**src/lcd4_pkg.sv**
```systemverilog
// Shared types, command codes, and wake-up tables for the 4-bit LCD write sequencer.
`default_nettype none

package lcd4_pkg;

    // Request command codes.
    localparam logic [1:0] CMD_WAKE  = 2'd0;
    localparam logic [1:0] CMD_INSTR = 2'd1;
    localparam logic [1:0] CMD_DATA  = 2'd2;

    // Timing constants in microseconds.
    localparam logic [13:0] POWER_UP_WAIT_US = 14'd16000;
    localparam logic [16:0] INSTR_WAIT_US    = 17'd40;
    localparam logic [16:0] DATA_WAIT_US     = 17'd43;

    // Width of the wait sum and index of the final wake-up command.
    localparam int unsigned WAIT_W    = 17;
    localparam logic [3:0]  WAKE_LAST = 4'd9;

    // Request and transfer payloads.
    typedef struct packed {
        logic [1:0]  command;
        logic [7:0]  byte_value;
        logic [15:0] extra_wait_us;
    } req_t;

    typedef struct packed {
        logic        reg_select;
        logic [3:0]  nibble;
        logic [13:0] wait_before_us;
        logic [16:0] wait_after_us;
        logic        last_transfer;
    } xfer_t;

    // Sequencer states.
    typedef enum logic [1:0] {
        ST_IDLE,
        ST_LOAD,
        ST_HI,
        ST_LO
    } state_t;

    // Instruction bytes of the power-on sequence.
    function automatic logic [7:0] wake_byte(input logic [3:0] idx);
        logic [7:0] b;
        case (idx)
            4'd0:    b = 8'h30;
            4'd1:    b = 8'h30;
            4'd2:    b = 8'h30;
            4'd3:    b = 8'h20;
            4'd4:    b = 8'h28;
            4'd5:    b = 8'h08;
            4'd6:    b = 8'h01;
            4'd7:    b = 8'h06;
            4'd8:    b = 8'h80;
            4'd9:    b = 8'h0C;
            default: b = 8'h00;
        endcase
        return b;
    endfunction

    // Extra settle time after each command of the power-on sequence.
    function automatic logic [15:0] wake_extra(input logic [3:0] idx);
        logic [15:0] w;
        case (idx)
            4'd0:    w = 16'd5000;
            4'd1:    w = 16'd150;
            4'd2:    w = 16'd1;
            4'd6:    w = 16'd2000;
            4'd9:    w = 16'd40;
            default: w = 16'd0;
        endcase
        return w;
    endfunction

endpackage

`default_nettype wire

```
**src/lcd4_serial_add.sv**
```systemverilog
// Bit-serial adder that sums two operands one bit per cycle, LSB first.
`default_nettype none

module lcd4_serial_add #(
    parameter int unsigned WIDTH = 17
) (
    input  wire logic             aclk,
    input  wire logic             aresetn,
    input  wire logic             start,
    input  wire logic [WIDTH-1:0] op_a,
    input  wire logic [WIDTH-1:0] op_b,
    output logic                  done,
    output logic [WIDTH-1:0]      sum
);

    localparam int unsigned CNT_W = $clog2(WIDTH + 1);

    logic [CNT_W-1:0] cnt_reg;
    logic [WIDTH-1:0] a_reg;
    logic [WIDTH-1:0] b_reg;
    logic [WIDTH-1:0] sum_reg;
    logic             carry_reg;
    logic             bit_sum;
    logic             bit_carry;

    // One full-adder cell works on the low bits of the operand shifters.
    assign bit_sum   = a_reg[0] ^ b_reg[0] ^ carry_reg;
    assign bit_carry = (a_reg[0] & b_reg[0]) | (carry_reg & (a_reg[0] ^ b_reg[0]));

    // Bit counter; the sum is complete when it reaches zero.
    always_ff @(posedge aclk) begin
        if (!aresetn) begin
            cnt_reg <= '0;
        end else if (start) begin
            cnt_reg <= CNT_W'(WIDTH);
        end else if (cnt_reg != '0) begin
            cnt_reg <= cnt_reg - 1'b1;
        end
    end

    // Operand and sum shifters.
    always_ff @(posedge aclk) begin
        if (start) begin
            a_reg     <= op_a;
            b_reg     <= op_b;
            carry_reg <= 1'b0;
        end else if (cnt_reg != '0) begin
            a_reg     <= {1'b0, a_reg[WIDTH-1:1]};
            b_reg     <= {1'b0, b_reg[WIDTH-1:1]};
            carry_reg <= bit_carry;
            sum_reg   <= {bit_sum, sum_reg[WIDTH-1:1]};
        end
    end

    assign done = (cnt_reg == '0);
    assign sum  = sum_reg;

endmodule

`default_nettype wire

```
**src/lcd_4bit_write_sequencer.sv**
```systemverilog
// Top level of the 4-bit character LCD write sequencer.
//
// The s_ channel takes one request: a wake-up, an instruction byte, or a
// data byte. The m_ channel delivers two nibble transfers per byte, high
// nibble first, each with its register-select level, the wait before it,
// the wait after its enable pulse, and a flag on the final transfer.
// A byte request holds the sequencer from acceptance to the next
// acceptance through the accept, the load, and a bit-serial add of the
// base wait and the extra wait, which sets the pace. With no stall the
// high nibble is registered from the HI state after the load, and the low
// nibble from the LO state once the add is complete. A wake-up request
// replays the ten power-on bytes. A new request is taken only once the
// previous one has handed its last transfer to the output register;
// command code 3 is taken and dropped with no transfers. Reset returns the
// sequencer to idle and empties the output register. When the receiver
// stalls, the finished transfer waits in the output register and the
// sequencer holds until that register frees.
`default_nettype none

module lcd_4bit_write_sequencer (
    input  wire logic           aclk,
    input  wire logic           aresetn,
    input  wire logic           s_valid,
    output logic                s_ready,
    input  wire lcd4_pkg::req_t s_req,
    output logic                m_valid,
    input  wire logic           m_ready,
    output lcd4_pkg::xfer_t     m_xfer
);

    lcd4_pkg::state_t state_reg;
    lcd4_pkg::state_t state_next;
    logic [1:0]       cmd_reg;
    logic [7:0]       byte_sh_reg;
    logic [15:0]      extra_reg;
    logic [3:0]       idx_reg;
    logic             m_valid_reg;
    lcd4_pkg::xfer_t  m_xfer_reg;

    logic                          is_wake;
    logic                          is_data;
    logic                          out_free;
    logic                          req_ok;
    logic                          add_start;
    logic                          add_done;
    logic                          emit_hi;
    logic                          emit_lo;
    logic [7:0]                    cur_byte;
    logic [15:0]                   cur_extra;
    logic [lcd4_pkg::WAIT_W-1:0]   base_wait;
    logic [lcd4_pkg::WAIT_W-1:0]   wait_sum;

    assign is_wake  = (cmd_reg == lcd4_pkg::CMD_WAKE);
    assign is_data  = (cmd_reg == lcd4_pkg::CMD_DATA);
    assign out_free = !m_valid_reg || m_ready;
    assign s_ready  = (state_reg == lcd4_pkg::ST_IDLE);
    assign req_ok   = (s_req.command == lcd4_pkg::CMD_WAKE)
                   || (s_req.command == lcd4_pkg::CMD_INSTR)
                   || (s_req.command == lcd4_pkg::CMD_DATA);

    // Byte and extra wait of the current step: table entry or request fields.
    assign cur_byte  = is_wake ? lcd4_pkg::wake_byte(idx_reg) : byte_sh_reg;
    assign cur_extra = is_wake ? lcd4_pkg::wake_extra(idx_reg) : extra_reg;
    assign base_wait = is_data ? lcd4_pkg::DATA_WAIT_US : lcd4_pkg::INSTR_WAIT_US;

    // Serial adder for the wait after the low nibble.
    lcd4_serial_add #(
        .WIDTH (lcd4_pkg::WAIT_W)
    ) u_add (
        .aclk    (aclk),
        .aresetn (aresetn),
        .start   (add_start),
        .op_a    (base_wait),
        .op_b    ({1'b0, cur_extra}),
        .done    (add_done),
        .sum     (wait_sum)
    );

    // Next state and step controls.
    always_comb begin
        state_next = state_reg;
        add_start  = 1'b0;
        emit_hi    = 1'b0;
        emit_lo    = 1'b0;
        unique case (state_reg)
            lcd4_pkg::ST_IDLE: begin
                if (s_valid && req_ok) begin
                    state_next = lcd4_pkg::ST_LOAD;
                end
            end
            lcd4_pkg::ST_LOAD: begin
                add_start  = 1'b1;
                state_next = lcd4_pkg::ST_HI;
            end
            lcd4_pkg::ST_HI: begin
                if (out_free) begin
                    emit_hi    = 1'b1;
                    state_next = lcd4_pkg::ST_LO;
                end
            end
            lcd4_pkg::ST_LO: begin
                if (out_free && add_done) begin
                    emit_lo = 1'b1;
                    if (is_wake && idx_reg != lcd4_pkg::WAKE_LAST) begin
                        state_next = lcd4_pkg::ST_LOAD;
                    end else begin
                        state_next = lcd4_pkg::ST_IDLE;
                    end
                end
            end
            default: begin
                state_next = lcd4_pkg::ST_IDLE;
            end
        endcase
    end

    // Control registers.
    always_ff @(posedge aclk) begin
        if (!aresetn) begin
            state_reg   <= lcd4_pkg::ST_IDLE;
            m_valid_reg <= 1'b0;
        end else begin
            state_reg <= state_next;
            if (emit_hi || emit_lo) begin
                m_valid_reg <= 1'b1;
            end else if (m_ready) begin
                m_valid_reg <= 1'b0;
            end
        end
    end

    // Request fields, the nibble shifter, and the step index.
    always_ff @(posedge aclk) begin
        if (s_valid && s_ready) begin
            cmd_reg     <= s_req.command;
            byte_sh_reg <= s_req.byte_value;
            extra_reg   <= s_req.extra_wait_us;
            idx_reg     <= '0;
        end else if (state_reg == lcd4_pkg::ST_LOAD) begin
            byte_sh_reg <= cur_byte;
        end else if (emit_hi) begin
            byte_sh_reg <= {byte_sh_reg[3:0], 4'h0};
        end else if (emit_lo) begin
            idx_reg <= idx_reg + 1'b1;
        end
    end

    // Output register: one nibble transfer at a time on the m_ side.
    always_ff @(posedge aclk) begin
        if (emit_hi) begin
            m_xfer_reg.reg_select     <= is_data;
            m_xfer_reg.nibble         <= byte_sh_reg[7:4];
            m_xfer_reg.wait_before_us <= (is_wake && idx_reg == '0)
                                         ? lcd4_pkg::POWER_UP_WAIT_US : 14'd0;
            m_xfer_reg.wait_after_us  <= '0;
            m_xfer_reg.last_transfer  <= 1'b0;
        end else if (emit_lo) begin
            m_xfer_reg.reg_select     <= is_data;
            m_xfer_reg.nibble         <= byte_sh_reg[7:4];
            m_xfer_reg.wait_before_us <= '0;
            m_xfer_reg.wait_after_us  <= wait_sum;
            m_xfer_reg.last_transfer  <= !is_wake || (idx_reg == lcd4_pkg::WAKE_LAST);
        end
    end

    assign m_valid = m_valid_reg;
    assign m_xfer  = m_xfer_reg;

    // A final transfer always carries at least the instruction settle time.
    a_last_wait: assert property (@(posedge aclk) disable iff (!aresetn)
        m_valid && m_xfer.last_transfer |-> m_xfer.wait_after_us >= 17'd40)
        else $error("final transfer has a short settle time");

    // The power-up delay only leads the first wake-up nibble.
    a_power_up: assert property (@(posedge aclk) disable iff (!aresetn)
        m_valid && m_xfer.wait_before_us != 14'd0
            |-> !m_xfer.reg_select && m_xfer.nibble == 4'h3)
        else $error("power-up delay on an unexpected transfer");

    // Data transfers settle for at least 43 us after the low nibble.
    a_data_wait: assert property (@(posedge aclk) disable iff (!aresetn)
        m_valid && m_xfer.reg_select
            |-> m_xfer.wait_after_us == 17'd0 || m_xfer.wait_after_us >= 17'd43)
        else $error("data transfer settle time below minimum");

    // The adder is idle whenever a new request can be taken.
    a_add_idle: assert property (@(posedge aclk) disable iff (!aresetn)
        s_ready |-> add_done)
        else $error("adder busy while idle");

    // A low nibble is sent only once the wait sum is complete.
    a_emit_lo: assert property (@(posedge aclk) disable iff (!aresetn)
        emit_lo |-> add_done && state_reg == lcd4_pkg::ST_LO)
        else $error("low nibble sent before the wait sum was ready");

endmodule

`default_nettype wire
```
**config.mk**
```make
export PLATFORM = sky130hd
export DESIGN_NAME = lcd_4bit_write_sequencer
export DESIGN_NICKNAME = d
export VERILOG_FILES = /design/src/lcd4_pkg.sv /design/src/lcd4_serial_add.sv /design/src/lcd_4bit_write_sequencer.sv
export SDC_FILE = /design/constraint.sdc
export NUM_CORES = 1
export LEC_CHECK = 0
export BUFFER_PORTS_ARGS = -buffer_cell sky130_fd_sc_hd__buf_4
export CAP_MARGIN = 10
export CORE_MARGIN = 5
export CORE_UTILIZATION = 45
export DETAILED_ROUTE_END_ITERATION = 16
export GPL_TIMING_DRIVEN = 0
export PLACE_DENSITY = 0.77
export SLEW_MARGIN = 20
export SYNTH_ARGS = -nofsm -noshare
export SYNTH_HDL_FRONTEND = slang
export SYNTH_SLANG_ARGS = --single-unit
```
**constraint.sdc**
```tcl
create_clock -name aclk -period 3 [get_ports aclk]
set_input_delay 0.45 -clock aclk [delete_from_list [all_inputs] [get_ports aclk]]
set_output_delay 0.45 -clock aclk [all_outputs]
set_load 0.05 [all_outputs]
```
==> impl_results.md, run 1 <==
- Status: complete, no violations
- CTS Buffer Depth: 2
- Gate power share: 0.377
- Via Count: 2,916
- Power Dens Cells: 1104 mW/mm2
- Vias in the first global route: 2,828
- Slew at the pin with the worst max-slew slack: 1.015 ns
- Die Y: 109.6 um
- Layout cell share with drive strength beyond 1: 0.2239
- DRC viols: 0
- Slew Limit Fails: 0
- Grt total ovfl: 0
- Peak supply drop: 0.4786 mV
- Clock transition at path regs: 0.10 ns
- Starting Density: 0.4591
- Root Buffer: clkbuf_8
- Fin. Hold Viols: 0
- Post-synthesis sequential element count: 109
- Top_reg_cell synth: edfxtp_1
- Yosys warnings: 0
- Worst skew pair latency: 0.36 ns
- Mapped cell area: 0.004467 mm2
- Port Buffers: 60
- Total Nets Final: 496
- Fillers: 842
- CTS tree: yes
- Crit path arrival time: 2.63 ns
- Post-CTS Resized: 0
- GRT Util Overall: 0.1388
- Final Setup Violations: 0
- Post-CTS Setup Bufs: 0
- Worst Setup Start Kind: flip-flop
- Global-route wire length before repair: 13.02 mm
- Clk_skew: 0.01568 ns
- Post-synth cell types: 50
- DR iter-0 viols: 129
- CTS Buf Count: 9
- Core box area: 0.009729 mm2
- RSZ-0062 raised after global routing: no
- Switching Share: 0.3844
- Final min period: 2.642 ns
- Number of flops mapped to enable cells by yosys: 71
- Clock sink total: 109
- Net Switching: 2.261 mW
- Crit Path Max Fanout: 17
- Die ar.: 0.01202 mm2
- CTS hold repair buffers: 0
- Avg Inst Size Synth: 11.85 um2
- Class of the worst hold path: in -> reg
- Post-Synthesis Cells: 377
- Pint: 3.620 mW
- Commonest non-fill, non-tap cell in the layout: buf_4
- FMAX: 378.4 MHz
- Detail Route Antenna Nets: 0
- WP data required: 2.98 ns
- H-tree Lvls: 3
- Relative slew slack: 0.3159
- Kind of critical path: reg -> reg
- I/O pins: 69
- Final critical-path share of the clock period: 0.8808
- Max reg flops: 24
- Row cnt: 36
- Sequential area share after synthesis: 0.6476
- Antenna fix cells: 0
- GP Congestion: 0.8450
- Synthesis-to-layout area growth: 19.24%
- Leakage: 2.074 nW
- Largest net degree at the start of global routing: 28
- WL/cell: 13.72 um
- Total Power: 5.881 mW
- Drt total wl: 8.138 mm
- Die Span X: 109.6 um
- Reg power frac: 0.465
- Setup TNS: 0 ns
- Max Cap Violations: 0
- Clock power frac: 0.158
- Synth async-reset ratio: 0
- Drt first pass iters: 4
- Commonest cells after routing, fill and taps aside: buf_4, edfxtp_1, nand2_1
- Setup crit end kind: flip-flop
- Drt via density: 4.917
- Initial antenna violation count: 0
- Final HPWL DP: 5.896 mm
## stage by stage
stage | hold WS, ns | utilization | setup WS [ns] | instance area (um2) | instances
5_1_grt | 0.2343 | 0.5475 | 0.1620 | 5326 | 593
3_3_place_gp | 0.4379 | 0.5252 | 0.0002531 | 5110 | 577
2_1_floorplan | 0.4262 | - | 0.3371 | 4493 | 384
3_5_place_dp | 0.4312 | 0.5256 | 0.3123 | 5114 | 577
4_1_cts | 0.2416 | 0.5475 | 0.3293 | 5326 | 593
6_report | 0.2584 | 0.5475 | 0.3576 | 5326 | 593
## Yosys cell counts (3+ instances only)
master	n	area (um2)
edfxtp_1	71	2132
nand2_1	57	214.0
a21oi_1	39	195.2
dfxtp_1	38	760.7
nor2_1	19	71.32
inv_1	15	56.30
o21ai_0	14	70.07
buf_4	13	97.59
clkbuf_1	10	37.54
ha_1	10	125.1
nand3_1	10	50.05
and2_1	6	37.54
nand3b_1	5	37.54
nor2b_1	5	31.28
a211oi_1	4	30.03
a22oi_1	4	30.03
mux2i_1	4	40.04
nor3_1	4	20.02
buf_1	3	11.26
nand2b_1	3	18.77
o21ai_1	3	15.01
xnor2_1	3	26.28
## final cells by class
cell class / count / area, um2 / area share
Sequential cell: 109 / 2893 / 0.5431
Multi-Input combinational cell: 232 / 1384 / 0.2598
Timing Repair Buffer: 60 / 450.4 / 0.08457
Tap cell: 133 / 166.4 / 0.03124
Buffer: 28 / 163.9 / 0.03077
Clock buffer: 10 / 127.6 / 0.02396
Clock inverter: 6 / 85.08 / 0.01597
Inverter: 15 / 56.30 / 0.01057
## critical path: stages (launching register included)
cell and delay (ns):
dfxtp_1 0.42, inv_1 0.09, ha_1 0.21, clkbuf_1 0.25
clkbuf_1 0.31, clkbuf_1 0.32, nor2_2 0.67
## worst paths after layout
path                                                start                 endpoint  slack [ns]  depth (start not counted)
worst max-delay path            state_reg[1]$_SDFFE_PN0P_   u_add.sum[3]$_DFFE_PP_        0.36                          6
worst min register to register    m_xfer[12]$_SDFFE_PP0N_  m_xfer[12]$_SDFFE_PP0N_        0.46                          2
worst max register to register  state_reg[1]$_SDFFE_PN0P_   u_add.sum[3]$_DFFE_PP_        0.36                          6
worst min-delay path                            s_req[15]  extra_reg[15]$_DFFE_PP_        0.26                          1
## layer usage
metal	wire (um)	track usage
met3	574	0.03641
met1	3505	0.1708
met2	3990	0.2380
met5	0	0
met4	68	0.04452
## power groups by stage
stage,combinational [mW],sequential [mW],clock (mW)
finish,2.22,2.73,0.928
floorplan,1.23,3.11,0
detailed placement,2.22,2.76,0
CTS,2.23,2.74,0.946
global placement,2.16,2.74,0
global route,2.43,2.79,1.01
## logic make-up after synthesis
kind of cell    after synthesis  synth area share
compound gates               78            0.1050
xor+xnor                      3          0.005883
fa+ha+maj                    11           0.03249
buf+inv                      43           0.04902
flops                       109            0.6476
mux                           4          0.008964
other cells                   1         0.0008395
simple gates                128            0.1501
(Power assumes the default switching activity.)
==> run 2, diff against run 1 <==
--- a/config.mk
+++ b/config.mk
@@ -7,8 +7,9 @@
 export LEC_CHECK = 0
 export BUFFER_PORTS_ARGS = -buffer_cell sky130_fd_sc_hd__buf_4
 export CAP_MARGIN = 10
-export CORE_MARGIN = 5
+export CORE_MARGIN = 3
 export CORE_UTILIZATION = 45
+export CTS_BUF_LIST = sky130_fd_sc_hd__clkbuf_4 sky130_fd_sc_hd__clkbuf_8 sky130_fd_sc_hd__clkbuf_16
 export DETAILED_ROUTE_END_ITERATION = 16
 export GPL_TIMING_DRIVEN = 0
 export PLACE_DENSITY = 0.77
==> impl_results.md, run 2 (same netlist as run 1, synthesis figures left out) <==
- Vias in the first global route: 2,810 (-0.64%)
- Fillers: 803 (-4.6%)
- Crit path arrival time: 2.63 ns (about the same)
- Die Y: 105.6 um (-3.6%)
- Hold depth: 1 (unchanged)
- Layout cell share with drive strength beyond 1: 0.2261 (+0.002174)
- Kind of critical path: reg -> reg
- R2r setup slk: 0.36 ns (about the same)
- Max reg flops: 24 (unchanged)
- Worst skew pair latency: 0.37 ns (about the same)
- Port Buffers: 60 (unchanged)
- WP data required: 2.99 ns (about the same)
- RSZ-0062 raised after global routing: no
- CTS Buf Count: 9 (unchanged)
- Finished Cell Area: 0.005293 mm2 (-0.63%)
- Post-CTS Resized: 0 (unchanged)
- Fin. Hold Viols: 0 (unchanged)
- Power Dens Cells: 1093 mW/mm2 (-1.0%)
- DP Worst Slack: 0.2845 ns (-0.02771 ns)
- Final Setup Violations: 0 (unchanged)
- Hold Path Sink: extra_reg[2]$_DFFE_PP_
- I/O pins: 69 (unchanged)
- Hold WS: 0.2493 ns (-0.009107 ns)
- Setup TNS: 0 ns (unchanged)
- Largest net degree at the start of global routing: 28 (unchanged)
- Synthesis-to-layout area growth: 18.49%
- Antenna fix cells: 0 (unchanged)
- Initial antenna violation count: 0 (unchanged)
- Post-CTS Setup Bufs: 0 (unchanged)
- Leakage: 2.066 nW (-0.39%)
- Max Cap Violations: 0 (unchanged)
- Drt total wl: 7.963 mm (-2.2%)
- WL/cell: 13.52 um (-1.5%)
- Clk_skew: 0.01627 ns (+0.0005860 ns)
- Core box area: 0.009459 mm2 (-2.8%)
- Total Nets Final: 496 (unchanged)
- Final min period: 2.644 ns (+0.001563 ns)
- Min-Delay Startpoint: s_req[2]
- FMAX: 378.2 MHz (about the same)
- Clock transition at path regs: 0.11 ns (about the same)
- CTS hold repair buffers: 0 (unchanged)
- Commonest cells after routing, fill and taps aside: buf_4, edfxtp_1, nand2_1
- Commonest non-fill, non-tap cell in the layout: buf_4
- Final HPWL DP: 5.770 mm (-2.1%)
- Slew at the pin with the worst max-slew slack: 0.9125 ns (-0.1030 ns)
- Drt via density: 5.005 (+1.8%)
- Root Buffer: clkbuf_8
- Detail Route Antenna Nets: 0 (unchanged)
- Die Span X: 105.6 um (-3.6%)
- Grt total ovfl: 0 (unchanged)
- Starting Density: 0.4722 (+0.01312)
- R2r worst-path depth: 6 (unchanged)
- H-tree Lvls: 3 (unchanged)
- Worst Setup Start Kind: flip-flop
- Die ar.: 0.01116 mm2 (-7.2%)
- Util after Layout: 0.5595 (+0.01207)
- Setup ws final: 0.3560 ns (-0.001563 ns)
- R2R Path Start: state_reg[1]$_SDFFE_PN0P_
- GRT Util Overall: 0.1482 (+0.009431)
- Status: complete, no violations
- Peak supply drop: 0.4413 mV (-7.8%)
- CTS tree: yes
- Setup crit end kind: flip-flop
- GP Congestion: 0.8058 (-4.6%)
- Crit Path Max Fanout: 17 (unchanged)
- Slew Limit Fails: 0 (unchanged)
- Relative slew slack: 0.3917 (+0.07580)
- Clock sink total: 109 (unchanged)
- Drt first pass iters: 4 (unchanged)
- Row cnt: 35 (-2.8%)
- Final critical-path share of the clock period: 0.8813 (about the same)
- Global-route wire length before repair: 13.30 mm (+2.1%)
- DRC viols: 0 (unchanged)
- Reg-to-reg endpoint: u_add.sum[4]$_DFFE_PP_
- Class of the worst hold path: in -> reg
- DR iter-0 viols: 163 (+26%)
- Via Count: 2,948 (+1.1%)
- CTS Buffer Depth: 2 (unchanged)
- DP Area: 0.005109 mm2 (about the same)
run 2: worst max path at each step:
stage                         startpoint                             to  cells after the start
2_1_floorplan  state_reg[0]$_SDFFE_PN0P_       byte_sh_reg[4]$_DFFE_PP_                      6
3_3_place_gp   state_reg[1]$_SDFFE_PN0P_         u_add.sum[0]$_DFFE_PP_                      6
3_5_place_dp   state_reg[1]$_SDFFE_PN0P_         u_add.sum[3]$_DFFE_PP_                      6
4_1_cts        state_reg[1]$_SDFFE_PN0P_  u_add.b_reg[15]$_SDFFCE_PP0P_                      5
5_1_grt        state_reg[1]$_SDFFE_PN0P_       u_add.a_reg[0]$_DFFE_PP_                      5
6_report       state_reg[1]$_SDFFE_PN0P_         u_add.sum[4]$_DFFE_PP_                      6
run 2: through the flow:
step	std cells	total power, mW
finish	589	5.785
global route	589	6.163
CTS	589	5.834
detailed placement	573	5.005
global placement	573	4.906
floorplan	384	4.336
run 2: where the power goes:
part | leakage, nW | internal [mW] | switching (mW) | total [mW]
registers | 1.01 | 2.47 | 0.266 | 2.73
logic | 0.958 | 0.686 | 1.53 | 2.22
clock network | 0.0962 | 0.328 | 0.505 | 0.834
run 2: per-layer routing:
layer / track usage / routed length (um)
met3: 0.02633 / 544
met2: 0.2432 / 3659
met4: 0.05180 / 120
met5: 0 / 0
met1: 0.1989 / 3639
run 2: layout make-up:
type                            count  area (um2)  area share
Inverter                           15       56.30     0.01064
Tap cell                          129       161.4     0.03050
Clock inverter                      6       52.55    0.009929
Multi-Input combinational cell    232        1384      0.2615
Clock buffer                       10       131.4     0.02482
Sequential cell                   109        2893      0.5466
Buffer                             28       163.9     0.03097
Timing Repair Buffer               60       450.4     0.08511
run 2: worst max-delay path: stages, from the launching register on:
cell	delay [ns]
dfxtp_1	0.41
inv_1	0.09
ha_1	0.20
clkbuf_1	0.24
clkbuf_1	0.33
clkbuf_1	0.32
nor2_2	0.67
